===== src/mbg_pkg.sv =====
// Shared types and codes for the maze backtracker generator.
// Used by the neighbor pick logic and the top level; depends on nothing.
package mbg_pkg;

    // Result kinds reported with each transaction on the output channel.
    typedef enum logic [1:0] {
        KIND_CARVE = 2'd0,
        KIND_BACK  = 2'd1,
        KIND_FIN   = 2'd2,
        KIND_READ  = 2'd3
    } kind_t;

    // Carve directions, in probe order.
    localparam logic [1:0] DIR_N = 2'd0;
    localparam logic [1:0] DIR_E = 2'd1;
    localparam logic [1:0] DIR_S = 2'd2;
    localparam logic [1:0] DIR_W = 2'd3;

    // Input actions.
    localparam logic ACT_STEP = 1'b0;
    localparam logic ACT_READ = 1'b1;

    // Configuration register indexes and reset value.
    localparam logic       CFG_MAZE_WIDTH  = 1'b0;
    localparam logic       CFG_MAZE_HEIGHT = 1'b1;
    localparam logic [5:0] SIZE_RESET      = 6'd21;

    // Sequencer states, one-hot.
    typedef enum logic [7:0] {
        ST_CLEAR   = 8'b0000_0001,
        ST_IDLE    = 8'b0000_0010,
        ST_PROBE   = 8'b0000_0100,
        ST_SELECT  = 8'b0000_1000,
        ST_CARVE_A = 8'b0001_0000,
        ST_CARVE_B = 8'b0010_0000,
        ST_POP     = 8'b0100_0000,
        ST_REPORT  = 8'b1000_0000
    } state_t;

    // Outcome of the neighbor pick.
    typedef struct packed {
        logic       found;
        logic [1:0] dir;
    } pick_t;

endpackage


===== src/mbg_pick.sv =====
// Neighbor pick: reduces the random word by the candidate count and selects
// that candidate from the open-neighbor mask. Depends on mbg_pkg.
module mbg_pick import mbg_pkg::*; (
    input  logic [3:0]  cand,
    input  logic [15:0] rand_word,
    output pick_t       pick
);

    // Remainder by three: base-4 digits add up modulo three.
    function automatic logic [1:0] mod3_16(input logic [15:0] v);
        logic [4:0] s;
        logic [3:0] t;
        logic [2:0] u;
        s = '0;
        for (int i = 0; i < 8; i++)
        begin
            s = s + 5'(v[2*i +: 2]);
        end
        t = 4'(s[4:2]) + 4'(s[1:0]);
        u = 3'(t[3:2]) + 3'(t[1:0]);
        if (u >= 3'd3)
        begin
            u = u - 3'd3;
        end
        return u[1:0];
    endfunction

    logic [2:0] count;
    logic [1:0] idx;
    logic [2:0] seen;

    // Candidate count and the index chosen by the random word.
    always_comb
    begin
        count = 3'(cand[0]) + 3'(cand[1]) + 3'(cand[2]) + 3'(cand[3]);
        case (count)
            3'd2:    idx = {1'b0, rand_word[0]};
            3'd3:    idx = mod3_16(rand_word);
            3'd4:    idx = rand_word[1:0];
            default: idx = 2'd0;
        endcase
    end

    // Walk the mask in N, E, S, W order to the chosen candidate.
    always_comb
    begin
        seen = '0;
        pick = '{found: 1'b0, dir: DIR_N};
        for (int d = 0; d < 4; d++)
        begin
            if (cand[d] && !pick.found && seen == {1'b0, idx})
            begin
                pick.found = 1'b1;
                pick.dir   = 2'(d);
            end
            if (cand[d])
            begin
                seen = seen + 3'd1;
            end
        end
    end

endmodule


===== config.mk =====
export PLATFORM = sky130hd
export DESIGN_NAME = mbg_pick
export DESIGN_NICKNAME = d
export VERILOG_FILES = /design/src/mbg_pkg.sv /design/src/mbg_pick.sv
export SDC_FILE = /design/constraint.sdc
export NUM_CORES = 1
export LEC_CHECK = 0
export ABC_AREA = 1
export BUFFER_PORTS_ARGS = -buffer_cell sky130_fd_sc_hd__buf_2
export CELL_PAD_IN_SITES_DETAIL_PLACEMENT = 1
export CELL_PAD_IN_SITES_GLOBAL_PLACEMENT = 1
export CORE_ASPECT_RATIO = 1.25
export CORE_MARGIN = 8
export CORE_UTILIZATION = 38
export DETAILED_ROUTE_END_ITERATION = 8
export PLACE_DENSITY = 0.78
export SYNTH_ARGS = -nofsm -noshare
export SYNTH_HDL_FRONTEND = slang
export SYNTH_SLANG_ARGS = --single-unit

===== constraint.sdc =====
create_clock -name vclk -period 7.2
set_input_delay 0.72 -clock vclk [all_inputs]
set_output_delay 0.72 -clock vclk [all_outputs]
set_load 0.02 [all_outputs]

==> impl_metrics.tcl <==
set metrics [dict create \
    outcome "finished, final reports clean" \
    rsz0062_at_grt "false" \
    drt_iter0_drc 4 \
    synth_fa_ha_area_frac 0.4937 \
    regArea_um2 0 \
    grt_max_degree 6 \
    postCtsSetupRepairBufs 0 \
    seq_cells 0 \
    cts_hold_buf 0 \
    crit_path_max_incr_delay_ns 0.53 \
    vias 800 \
    finalSetupTns_ns 0 \
    start_kind "input pin" \
    synth_area_leaders "fa_1 31%, ha_1 18%, inv_1 13%, nand2_1 8.8%, nand2_2 4.9%" \
    yosysMostFrequentCell "inv_1" \
    grt_pass1_vias 938 \
    synth_top_family_by_area "adder cells" \
    yosysWarnings 0 \
    antenna_found_initial 0 \
    io_pins 23 \
    die_h_um 70.33 \
    finalMaxSlewViolations 0 \
    ant_nets 0 \
    rows 19 \
    nNetsFinal 192 \
    drcViolationCount 0 \
    synth_cell_types 21 \
    area_delta_synth_final_pct 18.27 \
    min_path_cells 6 \
    crit_path_end_kind "primary output" \
    worstPathArrival_ns 6.16 \
    max_freq_ghz 0.1454 \
    placed_cells 174 \
    gp_congestion 0.7420 \
    totalWireLength_um 2055 \
    overflow 0 \
    fp.dieW_um 59.46 \
    synth_nets 167 \
    synthSimpleGateAreaFrac 0.2887 \
    synth.area.mux_share 0 \
    netlist_instances 120 \
    post_cts_resized 0 \
    clkbuf_count 0 \
    die_area_um2 4182 \
    finalHoldViolCount 0 \
    yosysTopAreaCell "fa_1" \
    finalNonFillerCells 174 \
    top_layer_used "met3" \
    drv_cap 0 \
    critPathTopFamily "adder cells" \
    holdPathEnd "pick[2]" \
    synth_compound_area_frac 0.04184 \
    cpMostUsedCell "fa_1" \
    crit_slowest_cell "fa_1" \
    grt_pass1_wl_um 3836 \
    worst_slack_ns 0.3226 \
    path_buf_inv 6 \
    min_period_ns 6.877 \
    wl_met2_um 1153 \
    fill_cells 302 \
    wl_met3_um 99 \
    vias_per_cell 4.598 \
    firstDrtPassIters 3 \
    multi_input_area_um2 773.2 \
    synth_area_um2 897.1 \
    place_ws_ns 0.1319 \
    hpwl_um 2021 \
    grt.total_usage 0.1073 \
    worstPathMaxFanout 4 \
    n_antenna_cell 0 \
    synth_area_per_cell_um2 7.476 \
    m1WireLength_um 801 \
    drive_gt1_frac 0.3217 \
    min_from "cand[3]" \
    setup_viol 0 \
    period_share 0.9552 \
    io_buffers 23 \
    hp-class "input pin to primary output" \
    cp.depth 27 \
    ys_seq_area_frac 0 \
    tightest_slew_ns 0.2788 \
    initial_core_util 0.4058 \
    routedWlPerCell_um 11.81 \
    maxSlewHeadroom 0.8135 \
    synth_top_area_frac 0.3124 \
    coreArea_um2 2211 \
    synth_top_cells_by_count "32 x inv_1, 21 x nand2_1, 14 x fa_1" \
    worstSetupPathType "input pin to primary output" \
    synth_xor_area_frac 0.02929 \
    required_ns 6.48 \
]
layout by cell type (no fill, tap or decap), drive strengths merged:
master,count
xor2,2
o21ai,2
nand3b,1
xnor2,1
fa,14
inv,35
a31oi,1
nor2,9
nand3,7
or2,1
buf,23
nand2,31
a21o,1
ha,13
a21oi,2
logic make-up after synthesis:
family / count (synthesis)
buffers and inverters: 35
adders and majority gates: 27
and+or+nand+nor: 49
xor gates and xnor gates: 3
AOI/OAI and AO/OA: 6
final cells by class:
| class | count | area share |
|---|---|---|
| inverters | 35 | 0.1238 |
| well taps | 31 | 0.03656 |
| multi-input cells | 85 | 0.7288 |
| repair buffers | 23 | 0.1108 |
per-stage QoR:
stage                     hold WS [ns]    util  area [um2]
after global placement           1.939  0.4754        1051
final                            1.942  0.4799        1061
after CTS                        1.958  0.4754        1051
after global routing             1.988  0.4799        1061
after floorplan                  1.691       -       897.1
after detailed placement         1.957  0.4754        1051
per-layer routing:
metal	global-route usage	vias to the layer above
li1	-	399
met1	0.1130	385
met2	0.2178	16
met4	0	0
met5	0	-
met3	0.01648	0
worst max-delay path by stage:
stage	from	endpoint	slack [ns]
floorplan	rand_word[7]	pick[1]	0.56
global placement	rand_word[7]	pick[1]	0.26
detailed placement	rand_word[7]	pick[1]	0.13
CTS	rand_word[7]	pick[1]	0.13
global route	rand_word[7]	pick[1]	0.004
finish	rand_word[7]	pick[1]	0.32
Power is left out: the tool's default activity adds up to more than one toggle a clock period on the data nets, which glitch-free logic cannot reach.
